--- config.mk ---
export PLATFORM = sky130hd
export DESIGN_NAME = integer_literal_parser_flat
export DESIGN_NICKNAME = d
export VERILOG_FILES = /design/src/ilp_pkg.sv /design/src/ilp_if.sv /design/src/integer_literal_parser.sv /design/src/flat_wrapper.sv
export VERILOG_INCLUDE_DIRS = /design/src /design/src/src
export SDC_FILE = /design/constraint.sdc
export NUM_CORES = 1
export LEC_CHECK = 0
export BUFFER_PORTS_ARGS = -buffer_cell sky130_fd_sc_hd__buf_2
export CORE_UTILIZATION = 58
export CTS_BUF_LIST = sky130_fd_sc_hd__clkbuf_16
export DETAILED_ROUTE_END_ITERATION = 10
export PLACE_DENSITY = 0.76
export RECOVER_POWER = 25
export SYNTH_ARGS = -nofsm -noshare
export SYNTH_HDL_FRONTEND = slang
export SYNTH_SLANG_ARGS = --single-unit
--- constraint.sdc ---
create_clock -name clk_i -period 10.9 [get_ports clk_i]
set_clock_uncertainty 0.1 [all_clocks]
set_input_delay 0.545 -clock clk_i [delete_from_list [all_inputs] [get_ports clk_i]]
set_output_delay 0.545 -clock clk_i [all_outputs]
set_load 0.05 [all_outputs]
--- src/integer_literal_parser_assert.svh ---
// ----------------------------------------------------------------------------
// Integer literal parser assertion macros
// Shorthand for clocked, reset-gated concurrent checks.
// ----------------------------------------------------------------------------
`ifndef INTEGER_LITERAL_PARSER_ASSERT_SVH
`define INTEGER_LITERAL_PARSER_ASSERT_SVH

// Same-cycle implication, checked on clk_i, disabled during reset.
`define ILP_ASSERT_NOW(label, ante, cons) \
  label: assert property (@(posedge clk_i) disable iff (!rst_ni) (ante) |-> (cons)) \
    else $error("integer_literal_parser: same-cycle check failed");

// Next-cycle implication, checked on clk_i, disabled during reset.
`define ILP_ASSERT_NEXT(label, ante, cons) \
  label: assert property (@(posedge clk_i) disable iff (!rst_ni) (ante) |=> (cons)) \
    else $error("integer_literal_parser: next-cycle check failed");

`endif

--- src/ilp_pkg.sv ---
// ----------------------------------------------------------------------------
// Integer literal parser package
// Payload types, radix codes and character decode helpers.
// ----------------------------------------------------------------------------
package ilp_pkg;

  typedef enum logic [1:0] {
    RADIX_DEC = 2'd0,
    RADIX_HEX = 2'd1,
    RADIX_OCT = 2'd2,
    RADIX_BIN = 2'd3
  } radix_e;

  typedef enum logic [1:0] {
    POS_FIRST  = 2'd0,
    POS_SECOND = 2'd1,
    POS_LATER  = 2'd2
  } pos_e;

  localparam logic [7:0] ChUnderscore = 8'h5F;
  localparam logic [7:0] ChZero       = 8'h30;
  localparam logic [7:0] ChNine       = 8'h39;
  localparam logic [7:0] ChLowA       = 8'h61;
  localparam logic [7:0] ChLowF       = 8'h66;
  localparam logic [7:0] ChUpA        = 8'h41;
  localparam logic [7:0] ChUpF        = 8'h46;
  localparam logic [7:0] ChLowX       = 8'h78;
  localparam logic [7:0] ChUpX        = 8'h58;
  localparam logic [7:0] ChLowO       = 8'h6F;
  localparam logic [7:0] ChUpO        = 8'h4F;
  localparam logic [7:0] ChLowB       = 8'h62;
  localparam logic [7:0] ChUpB        = 8'h42;

  typedef struct packed {
    logic [7:0] char_code;
    logic       last_char;
  } ilp_char_t;

  typedef struct packed {
    logic [63:0] literal_value;
    logic        bad_digit;
    logic [1:0]  radix_code;
  } ilp_result_t;

  typedef struct packed {
    logic       ok;
    logic [3:0] value;
  } digit_t;

  // Decode a character into a digit value; ok is low for non-digits.
  function automatic digit_t digit_of(input logic [7:0] ch);
    digit_t d;
    d.ok    = 1'b1;
    d.value = 4'd0;
    if (ch >= ChZero && ch <= ChNine) begin
      d.value = ch[3:0];
    end else if ((ch >= ChLowA && ch <= ChLowF) || (ch >= ChUpA && ch <= ChUpF)) begin
      d.value = ch[3:0] + 4'd9;
    end else begin
      d.ok = 1'b0;
    end
    return d;
  endfunction

  // Radix selected by a prefix letter, decimal when the letter is none.
  function automatic radix_e prefix_radix(input logic [7:0] ch);
    radix_e r;
    r = RADIX_DEC;
    if (ch == ChLowX || ch == ChUpX) begin
      r = RADIX_HEX;
    end else if (ch == ChLowO || ch == ChUpO) begin
      r = RADIX_OCT;
    end else if (ch == ChLowB || ch == ChUpB) begin
      r = RADIX_BIN;
    end
    return r;
  endfunction

  // Digit value too large for the radix.
  function automatic logic beyond_radix(input radix_e r, input logic [3:0] v);
    logic bad;
    unique case (r)
      RADIX_DEC: bad = (v > 4'd9);
      RADIX_HEX: bad = 1'b0;
      RADIX_OCT: bad = (v > 4'd7);
      RADIX_BIN: bad = (v > 4'd1);
      default:   bad = 1'b1;
    endcase
    return bad;
  endfunction

endpackage

--- src/ilp_if.sv ---
// ----------------------------------------------------------------------------
// Integer literal parser channels
// Valid/ready channels for character items and result items.
// ----------------------------------------------------------------------------
interface ilp_char_if;
  logic              valid;
  logic              ready;
  ilp_pkg::ilp_char_t data;

  modport source (output valid, output data, input ready);
  modport sink   (input valid, input data, output ready);
endinterface

interface ilp_result_if;
  logic                valid;
  logic                ready;
  ilp_pkg::ilp_result_t data;

  modport source (output valid, output data, input ready);
  modport sink   (input valid, input data, output ready);
endinterface

--- src/integer_literal_parser.sv ---
// ----------------------------------------------------------------------------
// Integer literal parser
// Folds a character stream into one 64-bit literal value per token.
// ----------------------------------------------------------------------------
// Usage:
//   in_i carries one character item per handshake (char_code, last_char).
//   A token is the run of items up to and including one with last_char set.
//   A leading "0x", "0o" or "0b" (either case) selects base 16, 8 or 2;
//   otherwise the token is decimal. Underscores are skipped.
//   out_o carries one result item per token: literal_value (mod 2^64),
//   bad_digit and radix_code (0 dec, 1 hex, 2 oct, 3 bin).
// Timing:
//   One item per cycle sustained while out_o keeps up. An item lands
//   in the input register, then the shift-and-add step folds it into the
//   accumulator and, for a last item, into the result register on out_o.
// Reset:
//   rst_ni clears both stages and the parse state: the next item starts
//   a new token.
// Stall:
//   While a result waits on out_o, non-last items keep flowing; a last
//   item holds in the input register until the result register frees up.
// ----------------------------------------------------------------------------
`include "integer_literal_parser_assert.svh"

module integer_literal_parser (
  input  logic                clk_i,
  input  logic                rst_ni,
  ilp_char_if.sink            in_i,
  ilp_result_if.source        out_o
);

  // Input register
  logic       in_valid_q;
  logic [7:0] char_q;
  logic       last_q;

  // Parse state
  ilp_pkg::pos_e   pos_q,   pos_d;
  ilp_pkg::radix_e radix_q, radix_d;
  logic [63:0]     acc_q,   acc_d;
  logic            err_q,   err_d;
  logic            lz_q,    lz_d;

  // Result register
  logic                 out_valid_q;
  ilp_pkg::ilp_result_t out_data_q;

  logic                 proceed;
  logic                 consumed;
  logic                 use_digit;
  ilp_pkg::radix_e      pfx_radix;
  ilp_pkg::digit_t      dig;
  logic [63:0]          scaled;

  // Advance the input stage unless a last item would overrun a waiting result.
  assign proceed     = in_valid_q && (!last_q || !out_valid_q || out_o.ready);
  assign in_i.ready  = !in_valid_q || proceed;
  assign out_o.valid = out_valid_q;
  assign out_o.data  = out_data_q;

  always_comb begin
    pfx_radix = ilp_pkg::prefix_radix(char_q);
    dig       = ilp_pkg::digit_of(char_q);

    // Prefix letter: only right after a leading zero.
    consumed  = (pos_q == ilp_pkg::POS_SECOND) && lz_q && (pfx_radix != ilp_pkg::RADIX_DEC);
    use_digit = !consumed && (char_q != ilp_pkg::ChUnderscore);
    radix_d   = consumed ? pfx_radix : radix_q;

    // Multiply by the base as shifts and adds.
    unique case (radix_q)
      ilp_pkg::RADIX_DEC: scaled = {acc_q[60:0], 3'b000} + {acc_q[62:0], 1'b0};
      ilp_pkg::RADIX_HEX: scaled = {acc_q[59:0], 4'b0000};
      ilp_pkg::RADIX_OCT: scaled = {acc_q[60:0], 3'b000};
      ilp_pkg::RADIX_BIN: scaled = {acc_q[62:0], 1'b0};
      default:            scaled = acc_q;
    endcase

    acc_d = acc_q;
    err_d = err_q;
    if (use_digit) begin
      // Non-digits fold in as zero but still flag the token.
      acc_d = scaled + {60'd0, (dig.ok ? dig.value : 4'd0)};
      err_d = err_q || !dig.ok || ilp_pkg::beyond_radix(radix_q, dig.value);
    end

    lz_d = lz_q;
    if (pos_q == ilp_pkg::POS_FIRST) begin
      pos_d = ilp_pkg::POS_SECOND;
      lz_d  = (char_q == ilp_pkg::ChZero);
    end else begin
      pos_d = ilp_pkg::POS_LATER;
    end
  end

  // Input register: take a new item whenever the stage is free.
  always_ff @(posedge clk_i or negedge rst_ni) begin
    if (!rst_ni) begin
      in_valid_q <= 1'b0;
    end else if (in_i.valid && in_i.ready) begin
      in_valid_q <= 1'b1;
    end else if (proceed) begin
      in_valid_q <= 1'b0;
    end
  end

  always_ff @(posedge clk_i) begin
    if (in_i.valid && in_i.ready) begin
      char_q <= in_i.data.char_code;
      last_q <= in_i.data.last_char;
    end
  end

  // Parse state: fold the item in, or drop back to a fresh token after the last.
  always_ff @(posedge clk_i or negedge rst_ni) begin
    if (!rst_ni) begin
      pos_q   <= ilp_pkg::POS_FIRST;
      radix_q <= ilp_pkg::RADIX_DEC;
      acc_q   <= 64'd0;
      err_q   <= 1'b0;
      lz_q    <= 1'b0;
    end else if (proceed) begin
      if (last_q) begin
        pos_q   <= ilp_pkg::POS_FIRST;
        radix_q <= ilp_pkg::RADIX_DEC;
        acc_q   <= 64'd0;
        err_q   <= 1'b0;
        lz_q    <= 1'b0;
      end else begin
        pos_q   <= pos_d;
        radix_q <= radix_d;
        acc_q   <= acc_d;
        err_q   <= err_d;
        lz_q    <= lz_d;
      end
    end
  end

  // Result register: load on a token's last item, hold until taken.
  always_ff @(posedge clk_i or negedge rst_ni) begin
    if (!rst_ni) begin
      out_valid_q <= 1'b0;
    end else if (proceed && last_q) begin
      out_valid_q <= 1'b1;
    end else if (out_o.ready) begin
      out_valid_q <= 1'b0;
    end
  end

  always_ff @(posedge clk_i) begin
    if (proceed && last_q) begin
      out_data_q.literal_value <= acc_d;
      out_data_q.bad_digit     <= err_d;
      out_data_q.radix_code    <= radix_d;
    end
  end

  `ILP_ASSERT_NEXT(a_result_only_from_last, !out_valid_q && !(proceed && last_q), !out_valid_q)
  `ILP_ASSERT_NEXT(a_clear_after_token, proceed && last_q, pos_q == ilp_pkg::POS_FIRST && acc_q == 64'd0)
  `ILP_ASSERT_NOW(a_prefix_after_second, radix_q != ilp_pkg::RADIX_DEC, pos_q == ilp_pkg::POS_LATER)

endmodule
--- src/flat_wrapper.sv ---
// flat-port wrapper written by rule: the top's interface ports become plain ports
module integer_literal_parser_flat 
  (clk_i, rst_ni, in_i_valid, in_i_data, in_i_ready, out_o_valid, out_o_data, out_o_ready);
  ilp_char_if in_i_i ();
  ilp_result_if out_o_i ();
  input  logic clk_i;
  input  logic rst_ni;
  input wire logic [$bits(in_i_i.valid)-1:0] in_i_valid;
  input wire logic [$bits(in_i_i.data)-1:0] in_i_data;
  output wire logic [$bits(in_i_i.ready)-1:0] in_i_ready;
  output wire logic [$bits(out_o_i.valid)-1:0] out_o_valid;
  output wire logic [$bits(out_o_i.data)-1:0] out_o_data;
  input wire logic [$bits(out_o_i.ready)-1:0] out_o_ready;
  assign in_i_i.valid = in_i_valid;
  assign in_i_i.data = in_i_data;
  assign in_i_ready = in_i_i.ready;
  assign out_o_valid = out_o_i.valid;
  assign out_o_data = out_o_i.data;
  assign out_o_i.ready = out_o_ready;
  integer_literal_parser u_core (.clk_i(clk_i), .rst_ni(rst_ni), .in_i(in_i_i), .out_o(out_o_i));
endmodule
==> Word level (Yosys, flattened, before mapping) <==
Index checks and enable logic that the tools add are counted.
Widths: inputs -> output; s select.
{ "word_totals": {"register_bits": 148, "output_inout_bits": 69} }
{ "classes": {"n_addsub": 3, "order_cmp": 9, "n_eq_ne": 12, "mux": 25, "reduce_logical": 30} }
{ "op_table": {"columns": ["cell", "count"], "rows": [
  ["$pmux 64 s4", 1],
  ["$mux 64", 2],
  ["$add 64x4->64", 1],
  ["$add 64x64->64", 1],
  ["$eq 8x7->1 const B", 6],
  ["$ge 8x7->1 const B", 2],
  ["$le 8x7->1 const B", 2],
  ["$mux 2", 7],
  ["$mux 4", 3],
  ["$mux 1", 11],
  ["$logic_and 1x1->1", 9],
  ["$logic_or 1x1->1", 9],
  ["$eq 8x6->1 const B", 1],
  ["$ge 8x6->1 const B", 1],
  ["$le 8x6->1 const B", 1],
  ["$ne 8x7->1 const B", 1],
  ["$reduce_bool 2->1", 4],
  ["$logic_not 1->1", 5],
  ["$add 4x4->4 const B", 1],
  ["$eq 2x1->1 const B", 2],
  ["$eq 2x2->1 const B", 2],
  ["$gt 4x1->1 const B", 1],
  ["$gt 4x3->1 const B", 1],
  ["$gt 4x4->1 const B", 1],
  ["other kinds (3)", 4]
]} }

==> Depth between registers and ports, before layout <==
{ "logic_depth": {"depth_word": 13, "mapped_depth": 21, "depth_no_buf": 20} }

==> Least setup slack after synthesis <==
Ideal clock, no wire load.
{ "synth_timing": {"kind": "register -> register", "startpoint": "reg u_core.radix_q[0]", "endpoint": "reg u_core.out_data_q, in the netlist u_core.out_o.data[59], data pin", "arrival_time_ns": 5.398, "required_ns": 10.540, "path_slack_ns": 5.142, "stages_incl_launch_ff": 22, "n_path_buf": 7, "period_less_slack_ns": 5.758, "cell_sequence": "dfrtp_1 buf_2 buf_2 buf_2 clkbuf_1 clkbuf_1 clkbuf_1 buf_1 mux2i_1 o21ai_0 ha_1 a21oi_1 nor2b_1 nand2_1 a2111oi_1 nand4_1 nor4_1 nand4_1 nor4_4 nand4_1 xor2_1 mux2_2"} }
{ "synth_between": {"elab_chain_len": 4, "elab_cells_between_ends": 7, "classes_between": "add/sub: 1; eq/ne: 3; mux: 2; reduce/logical: 1"} }
{ "synth_rtl": {"columns": ["item", "line_no", "source"], "rows": [
  ["start: declaration", "integer_literal_parser.sv:39", "ilp_pkg::radix_e radix_q, radix_d;"],
  ["start signal: assignment", "integer_literal_parser.sv:118", "radix_q <= ilp_pkg::RADIX_DEC;"],
  ["start signal: assignment", "integer_literal_parser.sv:125", "radix_q <= ilp_pkg::RADIX_DEC;"],
  ["start signal: assignment", "integer_literal_parser.sv:131", "radix_q <= radix_d;"],
  ["$eq 2x2->1, or another cell as far along", "integer_literal_parser.sv:71", "unique case (radix_q)"],
  ["$pmux 64 s4 *", "integer_literal_parser.sv:71", null],
  ["$add 64x4->64 *", "integer_literal_parser.sv:83", "acc_d = scaled + {60'd0, (dig.ok ? dig.value : 4'd0)};"],
  ["$mux 64 *", "integer_literal_parser.sv:81", "if (use_digit) begin"],
  ["via u_core.acc_d[56]", "integer_literal_parser.sv:40", "logic [63:0] acc_q, acc_d;"],
  ["end: declaration", "integer_literal_parser.sv:46", "ilp_pkg::ilp_result_t out_data_q;"]
]} }
The timed path passes the listed nets; every way through them passes the cells marked *.
A chain may end at the register's enable or synchronous reset.

==> Worst setup path in the final report <==
Ends and elaborated chain as after synthesis.

==> summary.txt <==
Outcome
  – Outcome: finished with violations
  – Failing checks: capacitance limit, slew limit

Drt
  – Residual DRC: 0
  – Final wirelength: approximately 50 mm
  – Via count: 14500
  – DR WL/cell: between 20 and 25 um
  – DRT iter0 DRCs: between 1500 and 2000
  – Post-DR vias/cell: about 7.1
  – First-pass detailed-route iteration total: 6
  – Detail Route Antenna Nets: 0

CTS
  – H-tree depth: 4
  – Cts bufs inserted: 17
  – CTS tree: done
  – Latest clock arrival within the worst-skew pair: 0.45 ns
  – Clock Pin Slew Worst Setup and Hold Paths: around 0.08 ns
  – Max Root-Sink Buffers: 2
  – Post-CTS Setup Inserts: 0
  – Clk sink count: between 100 and 150
  – Cts repair resizes: 0
  – # hold bufs at CTS: 1
  – Clock Tree Root: clkbuf_16

Setup path
  – Reg2Reg Launch Point: u_core.radix_q[0]$_DFFE_PN0P_
  – R2r endpoint: u_core.out_o.data[59]$_DFFE_PP_
  – R2R depth: 15
  – CP arrival: about 6.5 ns
  – CP most frequent cell: nand4_1
  – Worst-path fanout max: between 50 and 60
  – Critical Path, Cell by Cell: nand2_1, and3_1, ha_1, a21o_1, a21oi_1, nor2b_1, nand2_1, a2111oi_1, nand4_1, nor4_1, nand4_1, nor4_4, nand4_1, xor2_1, mux2_2
  – Worst path bufs/invs: 0
  – Largest stage delay, worst path: around 0.91 ns
  – Setup CP Type: reg -> reg
  – Critical Path Start Type: flip-flop
  – FF-to-FF setup slack: roughly 4.5 ns
  – Family with the most delay on the worst path: simple AND/OR/NAND/NOR gates
  – Crit-path slowest cell: a2111oi_1
  – CP required: approximately 11 ns
  – Crit. End Element: flip-flop

Timing
  – Max Freq: 157 MHz
  – Setup TNS: 0 ns
  – Slew @ Worst Pin: around 1.6 ns
  – Fin crit share: 0.583
  – Worst hold slack: about 0.17 ns
  – RSZ-0062 raised after global routing: false
  – Slew headroom: -0.0582
  – Min Tclk post-route: ~6.4 ns
  – Final setup viols: 0
  – Slew Limit Fails: 22
  – Final hold viol count: 0

Die
  – # IOs: between 80 and 90
  – Die Y: 157 um
  – DIE AREA: approximately 25000 um^2
  – Chip width: around 160 um
  – Initial Util: 0.593
  – Rows: 56
  – Core box area: about 24000 um^2

Logic synthesis
  – Synth warn: 0
  – Net Count, Synth: 1800
  – Synth Cell Area: around 14000 um^2
  – Post-synth EDFFs: 76
  – Yosys top cell area share: 0.164
  – Sequential-to-total area share from yosys stat: 0.293
  – Post-synthesis average cell area: approximately 8.1 um^2
  – Async S/R FF share, synth: 0.486
  – Post-synth top flop: edfxtp_1
  – Post-synth top area cell: edfxtp_1
  – Synth cell types: 93
  – Mapped Cells: between 1500 and 2000
  – Seq cells post-synth: around 150
  – Top-count cell post-synth: nand2_1
  – Ranking of synthesized cells by area: edfxtp_1, dfrtp_1, nand2_1, ha_1, o21ai_0
  – Top post-synthesis cells by count: nand2_1, o21ai_0, nor2_1, a21oi_1

Min path
  – Min-Delay Path Class: in -> reg
  – Min-Delay Startpoint: in_i_data[3]
  – Worst hold endpoint: u_core.char_q[2]$_DFFE_PP_
  – Cell depth of the worst min-delay path: 1

Placed design
  – RePlAce Congestion: 1.00
  – IO Port Bufs: between 80 and 90
  – HPWL after DPL: 36.4 mm
  – Dpl cells: about 2000

Finish
  – Non-Filler Instances: ~2000
  – Share of cells above drive strength 1: 0.0955
  – Final net count: 1807
  – Number of inserted diodes: 0
  – Area delta synth->final: 7.61%
  – Fillers: 2090

GRT
  – Initial antenna violation count: 1
  – Vias in the first global route: between 10000 and 15000
  – Tot GR Track Use: 0.410
  – Grt ovf: 0
  – First-pass GRT wire length: 76.4 mm
  – Largest net degree at the start of global routing: between 80 and 90

Pwr
  – Pleak: around 5.6 nW
  – Tot Pwr: around 2.6 mW
  – Peak VDD IR: 0.128 mV
  – Ratio of total power to cell area: 171 nW/um^2

Job
  – Max-Cap Viols: 1
-- worst register-to-register path: stages, from the launching register on --
cell and delay [ns]:
dfrtp_4 0.85, nand2_1 0.65, and3_1 0.46, ha_1 0.29, a21o_1 0.11, a21oi_1 0.08
nor2b_1 0.13, nand2_1 0.12, a2111oi_1 0.91, nand4_1 0.30, nor4_1 0.53, nand4_1 0.33
nor4_4 0.59, nand4_1 0.20, xor2_1 0.21, mux2_2 0.27
-- layer usage --
layer	GRT usage	wire, um	vias up
met3	0.0988	6160	107
met2	0.598	21000	992
met4	0.128	1310	2
li1	-	-	6496
met1	0.593	21500	6939
met5	0	13	-
-- final cells by class --
cell class                 instances  area [um^2]  share of cell area
timing repair buffer              97          462              0.0307
sequential                       148         4090               0.272
clock buffer                      17          425              0.0283
inverter                          30          113             0.00750
multi-input combinational       1431         9350               0.622
clock inverter                    15          185              0.0123
tap                              319          399              0.0266
-- kinds of logic after synthesis --
kind of cell	count (synthesis)	synth area share
xor gates and xnor gates	76	0.0477
buffers and inverters	139	0.0411
muxes	74	0.0621
AOI/OAI and AO/OA	539	0.256
and+or+nand+nor	673	0.238
DFF	148	0.293
adders and majority gates	69	0.0629
-- worst max-delay path by stage --
stage / from / end / slack [ns] / cells past startpoint
floorplan: u_core.radix_q[0]$_DFFE_PN0P_ / u_core.out_o.data[59]$_DFFE_PP_ / 5.14 / 21
global placement: u_core.radix_q[0]$_DFFE_PN0P_ / u_core.out_o.data[59]$_DFFE_PP_ / 5.00 / 15
detailed placement: u_core.radix_q[0]$_DFFE_PN0P_ / u_core.out_o.data[61]$_DFFE_PP_ / 4.75 / 15
CTS: u_core.radix_q[0]$_DFFE_PN0P_ / u_core.out_o.data[59]$_DFFE_PP_ / 4.74 / 15
global route: u_core.radix_q[0]$_DFFE_PN0P_ / u_core.out_o.data[59]$_DFFE_PP_ / 4.29 / 15
finish: u_core.radix_q[0]$_DFFE_PN0P_ / u_core.out_o.data[59]$_DFFE_PP_ / 4.55 / 15
-- power by group --
part	internal (mW)	switching [mW]	total [mW]
sequential	0.696	0.128	0.824
clock	0.311	0.316	0.627
combinational	0.385	0.739	1.12
total	1.39	1.18	2.57
-- through the flow --
stage / area (um^2) / worst slack [ns] / utilization
2_1_floorplan: 14000 / 5.14 / -
3_3_place_gp: 14500 / 5.00 / 0.614
4_1_cts: 15100 / 4.74 / 0.641
6_report: 15000 / 4.55 / 0.638
5_1_grt: 15000 / 4.29 / 0.638
3_5_place_dp: 14500 / 4.75 / 0.614
-- placed cells by master (no fill, tap or decap), types with 50 or more instances in the layout --
master	n
o21ai_0	136
xnor2_1	50
nor2_1	128
nand4_1	57
ha_1	67
clkbuf_1	53
nand2_1	243
a21oi_1	126
dfrtp_1	70
a22o_1	50
edfxtp_1	76
-- registers in the layout (all words and copies together), names as in the netlist --
name and flops:
u_core.acc_q 64, u_core.char_q 8, u_core.err_q 1, u_core.in_valid_q 1
u_core.last_q 1, u_core.lz_q 1, u_core.out_o.data 67, u_core.out_o.valid 1
u_core.pos_q 2, u_core.radix_q 2
(Power assumes the default switching activity.)
